`config.mk`:
```
export PLATFORM = sky130hd
export DESIGN_NAME = prime_test_and_next_prime
export DESIGN_NICKNAME = d
export VERILOG_FILES = /design/src/ptnp_pkg.sv /design/src/prime_test_and_next_prime.sv
export SDC_FILE = /design/constraint.sdc
export NUM_CORES = 1
export LEC_CHECK = 0
export ABC_AREA = 1
export BUFFER_PORTS_ARGS = -buffer_cell sky130_fd_sc_hd__buf_2
export CAP_MARGIN = 25
export CORE_MARGIN = 4
export CORE_UTILIZATION = 60
export DETAILED_ROUTE_END_ITERATION = 10
export GPL_TIMING_DRIVEN = 0
export PLACE_DENSITY_LB_ADDON = 0.1
export RECOVER_POWER = 25
export SLEW_MARGIN = 40
export SYNTH_ARGS = -nofsm -noshare
export SYNTH_HDL_FRONTEND = slang
export SYNTH_SLANG_ARGS = --single-unit
```
`constraint.sdc`:
```
create_clock -name clock -period 4.2 [get_ports clock]
set_clock_uncertainty 0.05 [all_clocks]
set_input_delay 0.42 -clock clock [delete_from_list [all_inputs] [get_ports clock]]
set_output_delay 0.42 -clock clock [all_outputs]
set_load 0.02 [all_outputs]
```
`src/ptnp_pkg.sv`:
```
// ----------------------------------------------------------------------------
// ptnp_pkg
// shared types and constants for the prime test and next prime block
// ----------------------------------------------------------------------------
package ptnp_pkg;

   // width of the next prime result
   localparam int NEXT_BITS = 32;

   // first trial divisor
   localparam int FIRST_DIVISOR = 2;

   // sequencer states
   typedef enum logic [2:0] {
      ST_IDLE,
      ST_START,
      ST_CHECK,
      ST_DIV,
      ST_TEST,
      ST_DONE
   } state_type;

endpackage

```
`src/prime_test_and_next_prime.sv`:
```
// ----------------------------------------------------------------------------
// prime_test_and_next_prime
// trial division primality test of one number plus search for the next prime
// ----------------------------------------------------------------------------
// Each transfer on req_ carries one number. The block reports whether the
// number is prime and the smallest prime strictly above it, in one transfer
// on rsp_. Numbers below 2 are not prime and their next prime is 2. All work
// runs through one shared bit-serial remainder unit under a small sequencer,
// so req_stall stays high from the accepted transfer until the result has
// been moved into the output register. Each tested candidate c uses trial
// divisors 2, then odd values 3, 5, 7, ... while d * d <= c, stopping early
// at the first one that divides c; each divisor runs a restoring division
// in ST_DIV between the ST_CHECK and ST_TEST sequencing states. An item
// costs the test of the number itself plus the tests of every candidate up
// to the next prime. A prime near 2^31 needs about 23,000 trial divisors.
// A finished result waits in the output register, so the next number is
// taken while it waits.
// ----------------------------------------------------------------------------
module prime_test_and_next_prime #(
   parameter int VALUE_BITS = 31
) (
   input  logic                            clock,
   input  logic                            reset,
   input  logic                            req_valid,
   output logic                            req_stall,
   input  logic [VALUE_BITS-1:0]           req_number,
   output logic                            rsp_valid,
   input  logic                            rsp_stall,
   output logic                            rsp_is_prime_flag,
   output logic [ptnp_pkg::NEXT_BITS-1:0]  rsp_next_prime_value
);
   import ptnp_pkg::*;

   // candidate width: one bit above the input holds the next prime
   localparam int CW  = VALUE_BITS + 1;
   // divisor width: covers sqrt of any candidate plus one step beyond
   localparam int DW  = (CW + 1) / 2 + 1;
   // width of the running divisor square
   localparam int SQW = 2 * DW;
   // bit counter for the bit-serial remainder
   localparam int BW  = $clog2(CW);
   // common width for resizing the candidate onto the result port
   localparam int XW  = (CW > NEXT_BITS) ? CW : NEXT_BITS;

   state_type state_ff, state_in;

   logic [CW-1:0]        cand_ff, cand_in;        // candidate under test
   logic                 testing_ff, testing_in;  // verdict belongs to the input itself
   logic                 flag_ff, flag_in;        // primality of the input
   logic [DW-1:0]        div_ff, div_in;          // current trial divisor
   logic [SQW-1:0]       sq_ff, sq_in;            // square of the trial divisor
   logic [DW-1:0]        rem_ff, rem_in;          // partial remainder
   logic [BW-1:0]        bit_ff, bit_in;          // dividend bit being shifted in

   logic                 rsp_valid_ff, rsp_valid_in;
   logic                 rsp_flag_ff, rsp_flag_in;
   logic [NEXT_BITS-1:0] rsp_next_ff, rsp_next_in;

   // remainder unit: one restoring step per cycle
   logic [DW:0]          trial;
   logic [DW:0]          diff;
   logic                 fits;
   logic [DW-1:0]        rem_step;

   // verdict on the current candidate
   logic                 verdict_vld;
   logic                 verdict_prime;
   logic                 req_xfer;
   logic                 out_free;
   logic [XW-1:0]        cand_wide;

   assign req_xfer  = req_valid && !req_stall;
   assign out_free  = !rsp_valid_ff || !rsp_stall;
   assign cand_wide = XW'(cand_ff);

   assign trial    = {rem_ff, cand_ff[bit_ff]};
   assign diff     = trial - {1'b0, div_ff};
   assign fits     = (trial >= {1'b0, div_ff});
   assign rem_step = fits ? diff[DW-1:0] : trial[DW-1:0];

   // verdict detection
   always_comb begin
      verdict_vld   = 1'b0;
      verdict_prime = 1'b0;
      case (state_ff)
         ST_START: begin
            // zero and one are not prime
            if (cand_ff < CW'(FIRST_DIVISOR)) begin
               verdict_vld = 1'b1;
            end
         end
         ST_CHECK: begin
            // no divisor up to the square root
            if (sq_ff > SQW'(cand_ff)) begin
               verdict_vld   = 1'b1;
               verdict_prime = 1'b1;
            end
         end
         ST_TEST: begin
            // divisor found
            if (rem_ff == '0) begin
               verdict_vld = 1'b1;
            end
         end
         default: begin
            verdict_vld   = 1'b0;
            verdict_prime = 1'b0;
         end
      endcase
   end

   // next state
   always_comb begin
      state_in = state_ff;
      case (state_ff)
         ST_IDLE: begin
            if (req_xfer) begin
               state_in = ST_START;
            end
         end
         ST_START, ST_CHECK, ST_TEST: begin
            if (verdict_vld) begin
               if (!testing_ff && verdict_prime) begin
                  state_in = ST_DONE;
               end else begin
                  state_in = ST_START;
               end
            end else if (state_ff == ST_CHECK) begin
               state_in = ST_DIV;
            end else begin
               state_in = ST_CHECK;
            end
         end
         ST_DIV: begin
            if (bit_ff == '0) begin
               state_in = ST_TEST;
            end
         end
         ST_DONE: begin
            if (out_free) begin
               state_in = ST_IDLE;
            end
         end
         default: begin
            state_in = ST_IDLE;
         end
      endcase
   end

   // datapath and output control
   always_comb begin
      cand_in      = cand_ff;
      testing_in   = testing_ff;
      flag_in      = flag_ff;
      div_in       = div_ff;
      sq_in        = sq_ff;
      rem_in       = rem_ff;
      bit_in       = bit_ff;
      rsp_valid_in = rsp_valid_ff && rsp_stall;
      rsp_flag_in  = rsp_flag_ff;
      rsp_next_in  = rsp_next_ff;
      case (state_ff)
         ST_IDLE: begin
            if (req_xfer) begin
               cand_in    = CW'(req_number);
               testing_in = 1'b1;
            end
         end
         ST_START: begin
            div_in = DW'(FIRST_DIVISOR);
            sq_in  = SQW'(FIRST_DIVISOR * FIRST_DIVISOR);
         end
         ST_CHECK: begin
            rem_in = '0;
            bit_in = BW'(CW - 1);
         end
         ST_DIV: begin
            rem_in = rem_step;
            bit_in = bit_ff - 1'b1;
         end
         ST_TEST: begin
            // step from 2 to 3, then over odd divisors only
            if (div_ff == DW'(FIRST_DIVISOR)) begin
               div_in = div_ff + 1'b1;
               sq_in  = sq_ff + SQW'({div_ff, 1'b1});
            end else begin
               div_in = div_ff + DW'(2);
               sq_in  = sq_ff + SQW'({div_ff + 1'b1, 2'b00});
            end
         end
         ST_DONE: begin
            if (out_free) begin
               rsp_valid_in = 1'b1;
               rsp_flag_in  = flag_ff;
               rsp_next_in  = cand_wide[NEXT_BITS-1:0];
            end
         end
         default: begin
            cand_in = cand_ff;
         end
      endcase

      // verdict handling: first the input, then the upward search
      if (verdict_vld) begin
         if (testing_ff) begin
            flag_in    = verdict_prime;
            testing_in = 1'b0;
            cand_in    = cand_ff + 1'b1;
         end else if (!verdict_prime) begin
            cand_in = cand_ff + 1'b1;
         end
      end
   end

   // control registers
   always_ff @(posedge clock) begin
      if (reset) begin
         state_ff     <= ST_IDLE;
         rsp_valid_ff <= 1'b0;
      end else begin
         state_ff     <= state_in;
         rsp_valid_ff <= rsp_valid_in;
      end
   end

   // payload registers
   always_ff @(posedge clock) begin
      cand_ff     <= cand_in;
      testing_ff  <= testing_in;
      flag_ff     <= flag_in;
      div_ff      <= div_in;
      sq_ff       <= sq_in;
      rem_ff      <= rem_in;
      bit_ff      <= bit_in;
      rsp_flag_ff <= rsp_flag_in;
      rsp_next_ff <= rsp_next_in;
   end

   // busy from the accepted transfer until the result is handed over
   assign req_stall            = (state_ff != ST_IDLE);
   assign rsp_valid            = rsp_valid_ff;
   assign rsp_is_prime_flag    = rsp_flag_ff;
   assign rsp_next_prime_value = rsp_next_ff;

endmodule

```
Yosys cells after proc, flatten, opt, wreduce, memory -nomap -nowiden
Index checks and enable logic that the tools add are counted.
{"block": "word_totals", "regBits": 144, "input_bits": 35, "out_inout_bits": 35, "elab_cells": 81}
{"block": "classes", "addsub": 7, "n_lt_le_gt_ge": 4, "n_eq_ne": 9, "mux": 32, "reduce_logical": 18}
{"op": "$mux W32", "n": 5}
{"op": "$pmux W17 S2", "n": 2}
{"op": "$pmux W34 S2", "n": 1}
{"op": "$add A34 B18 Y34", "n": 1}
{"op": "$add A34 B19 Y34", "n": 1}
{"op": "$gt A34 B32 Y1", "n": 1}
{"op": "$mux W17", "n": 2}
{"op": "$mux W34", "n": 1}
{"op": "$add A32 B1 Y32 const B", "n": 1}
{"op": "$lt A32 B2 Y1 const B", "n": 1}
{"op": "$ge A18 B17 Y1", "n": 1}
{"op": "$add A17 B1 Y17 const B", "n": 1}
{"op": "$add A17 B2 Y17 const B", "n": 1}
{"op": "$eq A17 B2 Y1 const B", "n": 1}
{"op": "$logic_not A17 Y1", "n": 1}
{"op": "$sub A17 B17 Y17", "n": 1}
{"op": "$mux W3", "n": 5}
{"op": "$mux W1", "n": 12}
{"op": "$pmux W3 S4", "n": 1}
{"op": "$pmux W5 S2", "n": 1}
{"op": "$eq A3 B2 Y1 const B", "n": 2}
{"op": "$eq A3 B3 Y1 const B", "n": 2}
{"op": "$lt A5 B6 Y1 const B", "n": 1}
{"op": "$ne A2 B2 Y1 const B", "n": 3}
{"op": "other kinds (14)", "n": 21}

Logic depth before layout (Yosys ltp)
{"block": "logic_depth", "ltp_word": 8, "ltp_mapped": 24, "depth_no_buf": 24}

Least setup slack after synthesis
No wires, ideal clock.
{"block": "synth_timing", "path_type": "reg2reg", "from": "reg div_ff[1]", "to": "reg sq_ff[20] (data pin)", "arrival_time_ns": 2.957, "t_required_ns": 3.895, "setup_slack_ns": 0.939, "path_stages_with_launch": 23, "n_path_buf": 0, "period_less_slack_ns": 3.261, "path_cell_list": "edfxtp_1 > ha_1 > nand2_1 > nor2_1 > inv_1 > nor2_1 > inv_1 > nor2_1 > nand3_1 > xor2_1 > nor2_1 > a21oi_1 > inv_1 > ha_1 > nand2_1 > nor4_1 > nand2_1 > nand2_1 > inv_1 > nor2_1 > o21ai_0 > a21oi_1 > nor2_1"}
{"block": "synth_between", "elab_chain_cells": 4}
{"element": "start, declared", "line_no": "prime_test_and_next_prime.sv:50", "source": "logic [DW-1:0] div_ff, div_in;"}
{"element": "start signal, assigned", "line_no": "prime_test_and_next_prime.sv:231", "source": "div_ff <= div_in;"}
{"element": "$add A17 B1 Y17", "line_no": "prime_test_and_next_prime.sv:188", "source": "sq_in = sq_ff + SQW'({div_ff + 1'b1, 2'b00});"}
{"element": "$add A34 B19 Y34", "line_no": "prime_test_and_next_prime.sv:188"}
{"element": "$mux W34 (*)", "line_no": "prime_test_and_next_prime.sv:183", "source": "if (div_ff == DW'(FIRST_DIVISOR)) begin"}
{"element": "$pmux W34 S2 (*)", "line_no": "prime_test_and_next_prime.sv:162", "source": "case (state_ff)"}
{"element": "end signal, assigned", "line_no": "prime_test_and_next_prime.sv:232", "source": "sq_ff <= sq_in;"}
{"element": "end, declared", "line_no": "prime_test_and_next_prime.sv:51", "source": "logic [SQW-1:0] sq_ff, sq_in;"}
Every way passes the cells marked *; elsewhere a longest branch is shown, timed or not.
A chain may end at the register's enable or synchronous reset.

Final worst setup path
{"block": "layout_timing", "from": "reg bit_ff[0]", "to": "reg rem_ff[16] (data pin)"}
{"block": "layout_between", "elab_chain_cells": 5}
{"element": "start, declared", "line_no": "prime_test_and_next_prime.sv:53", "source": "logic [BW-1:0] bit_ff, bit_in;"}
{"element": "start signal, assigned", "line_no": "prime_test_and_next_prime.sv:234", "source": "bit_ff <= bit_in;"}
{"element": "$bmux W1 S5 (*)", "line_no": "prime_test_and_next_prime.sv:76", "source": "assign trial = {rem_ff, cand_ff[bit_ff]};"}
{"element": "$mux W1 (not written as such) (*)", "line_no": "prime_test_and_next_prime.sv:76"}
{"element": "$sub A17 B17 Y17 or $ge A18 B17 Y1 (tied branches)", "line_no": "prime_test_and_next_prime.sv:77, prime_test_and_next_prime.sv:78"}
{"element": "$mux W17 (*)", "line_no": "prime_test_and_next_prime.sv:79", "source": "assign rem_step = fits ? diff[DW-1:0] : trial[DW-1:0];"}
{"element": "$pmux W17 S2 (*)", "line_no": "prime_test_and_next_prime.sv:162"}
{"element": "end signal, assigned", "line_no": "prime_test_and_next_prime.sv:233", "source": "rem_ff <= rem_in;"}
{"element": "end, declared", "line_no": "prime_test_and_next_prime.sv:52", "source": "logic [DW-1:0] rem_ff, rem_in;"}
Every way passes the cells marked *; elsewhere a longest branch is shown, timed or not. The select of a mux whose other input is x is not followed.

==> metrics.txt <==
status finished, final reports clean; # port buffers 69; 1st-pass router iterations 6; CP max FO 10; GR Util All Layers 33.37%; final hold slack 0.1363 ns; Boundary Pins 70; critical path data required time 4.33 ns; Slew Viols, Final 0; crit-path max cell delay 0.45 ns; grt total ovfl 0; Core Box Area 19,460 um2; area delta synth->final 11.42%; post-synthesis sequential area ratio 33.34%; startpoint class of the critical path flip-flop; GPL Wtd Cong 1.010; Period minus WS final 3.958 ns; register bit total from synthesis 144; Max-Cap Viols 0; Crit Path Class flip-flop to flip-flop; post-synth cell types 56; Final Core Density 67.88%; wire length per cell 18.47 um; final setup margin 0.2421 ns; EDFF count, synth 107; PwrDens 694.6 nW/um2; row count 51; DIE WIDTH 148.6 um; Crit-path slowest cell fa_1; post-synth top area share 27.10%; via count 11,810; die area 22,080 um2; Hold Buf Count CTS 0; Setup WS pre-CTS -0.04817 ns; Slew headroom 29.25%; initial antenna violation count 0; Initial Util 60.93%; chip height 148.6 um; FILL cells 1,710; setup TNS 0 ns; Synth Area per Inst 7.293 um2; first-pass GRT wire length 57,620 um; Worst Hold Class primary input to flip-flop; Initial DRC Count 989; Tot Pwr 9177 uW; largest net degree at the start of global routing 53; post-synth top area cell edfxtp_1; Worst-Margin Slew 1.061 ns; fmax 0.2527 GHz; number of global-route vias before repair 10,960; Synthesized Nets 1,752; maximum VDD drop 0.3767 mV; top cells by count, synth 363 x nand2_1, 183 x a21oi_1, 175 x inv_1; htree depth 4; Setup Viol. Count Final 0; Max Root-Sink Buffers 2; root buffer cell clkbuf_16; final antenna-violating net count 0; crit-path cells buf_2, inv_1, buf_2, nor2_1, o22ai_1, nand2_1, nand4_1, nand2_1, ha_1, fa_1, nor3_1, nor2_1, o21bai_1, nand2_1, nand2_1, xor2_1, a21oi_1; Post-Syn Area 11,860 um2; CTS tree yes; Area contributors post-synth edfxtp_1 27%, nand2_1 11%, ha_1 9.3%, a21oi_1 7.7%, dfxtp_1 6.2%; Tcrit/Tclk final 94.23%; most frequent CP cell nand2_1; top_reg_cell synth edfxtp_1; layout cells sized above 1 9.960%; Skew-Pair Late Insertion Delay 0.45 ns; Nets 1,850; clock buffer count from CTS 17; DR DRC count 0; clock sinks 144; hpwl dp 28,670 um; synthesized instance count 1,626; FFs w/ async S/R, synth 0%; Clock transition at path regs 0.07 ns; Critical Path AT 4.09 ns; final hold violations 0; most repeated cell in the gate-level netlist after synthesis nand2_1; WL final 37,010 um; leakage 0.005907 uW; Warnings, synthesis 0; vias per cell 5.896; crit end category flip-flop
repair_timing:
item	CTS	global route
resized for setup	1	5
endpoints found under the setup margin	2	15
pin swaps	0	1
buffers inserted	0	7
area by class of cell:
type | instances | area [um2] | share of cell area, %
multi-input combinational | 1267 | 7051 | 53.37
sequential | 144 | 3954 | 29.93
inverter | 185 | 694.4 | 5.256
clock buffer | 19 | 442.9 | 3.353
timing repair buffer | 79 | 417.9 | 3.163
tap | 265 | 331.6 | 2.510
buffer | 30 | 191.4 | 1.449
clock inverter | 13 | 126.4 | 0.9565
antenna | 1 | 2.502 | 0.01894
worst max-delay path, delay by kind of cell, from the launching register on:
family / cells / cell delay [ns]
XOR/XNOR: 1 / 0.16
AO/OA/AOI/OAI: 3 / 0.76
flip-flops: 1 / 0.38
adder cells (fa/ha/maj): 2 / 0.66
AND/OR/NAND/NOR: 8 / 0.96
buffers and inverters: 3 / 0.73
cells in the final DEF, fill, tap and decap left out, types with 37 or more instances in the layout:
cell type and n:
nand2_1 362, ha_1 86, a21oi_1 182, nor2_1 174
xor2_1 59, edfxtp_1 107, dfxtp_1 37, nand4_1 43
o21ai_0 101, inv_1 175, buf_2 60, nand3_1 104
stage by stage:
| step | std cells | cell area, um2 |
|---|---|---|
| after floorplan | 1626 | 11860 |
| after global placement | 1960 | 12530 |
| after detailed placement | 1962 | 12600 |
| after CTS | 1994 | 13170 |
| after global routing | 2002 | 13210 |
| final | 2003 | 13210 |
cell families (layout without fill, tap and decap cells):
kind of cell	Yosys count	after routing	share of synthesized area [%]
AO/OA/AOI/OAI	329	329	14.80
other	0	1	0
AND/OR/NAND/NOR	776	776	29.32
flip-flops	144	144	33.34
multiplexers	1	1	0.09496
adder cells (fa/ha/maj)	91	91	9.792
buffers and inverters	215	326	7.471
XOR/XNOR	70	70	5.170
state kept, by name, indices dropped and copies added, names as in the netlist:
signal and count:
rem_ff 17, cand_ff 32, rsp_next_prime_value 32, bit_ff 5
rsp_is_prime_flag 1, rsp_valid 1, flag_ff 1, div_ff 17
sq_ff 34, state_ff 3, testing_ff 1
routing by layer:
metal  GRT usage [%]  vias up  wire (um)
met1           43.01     5399      14930
met2           55.47      564      17380
met3           3.870      112       2935
met4           17.09        0       1763
met5               0        -          0
li1                -     5734          -
power breakdown:
part | switching [uW] | internal (uW) | total (uW)
clock | 694 | 844 | 1540
sequential | 576 | 2040 | 2620
combinational | 3360 | 1660 | 5020
total | 4630 | 4550 | 9180
final timing paths:
path                            startpoint                end  slack [ns]  cells after the start
worst max-delay path             bit_ff[0]         rem_ff[16]        0.24                     17
worst min register to register     flag_ff  rsp_is_prime_flag        0.37                      0
worst max register to register   bit_ff[0]         rem_ff[16]        0.24                     17
worst min-delay path                 reset          rsp_valid        0.14                      2
Note: power is estimated with default switching activity, not from simulation.
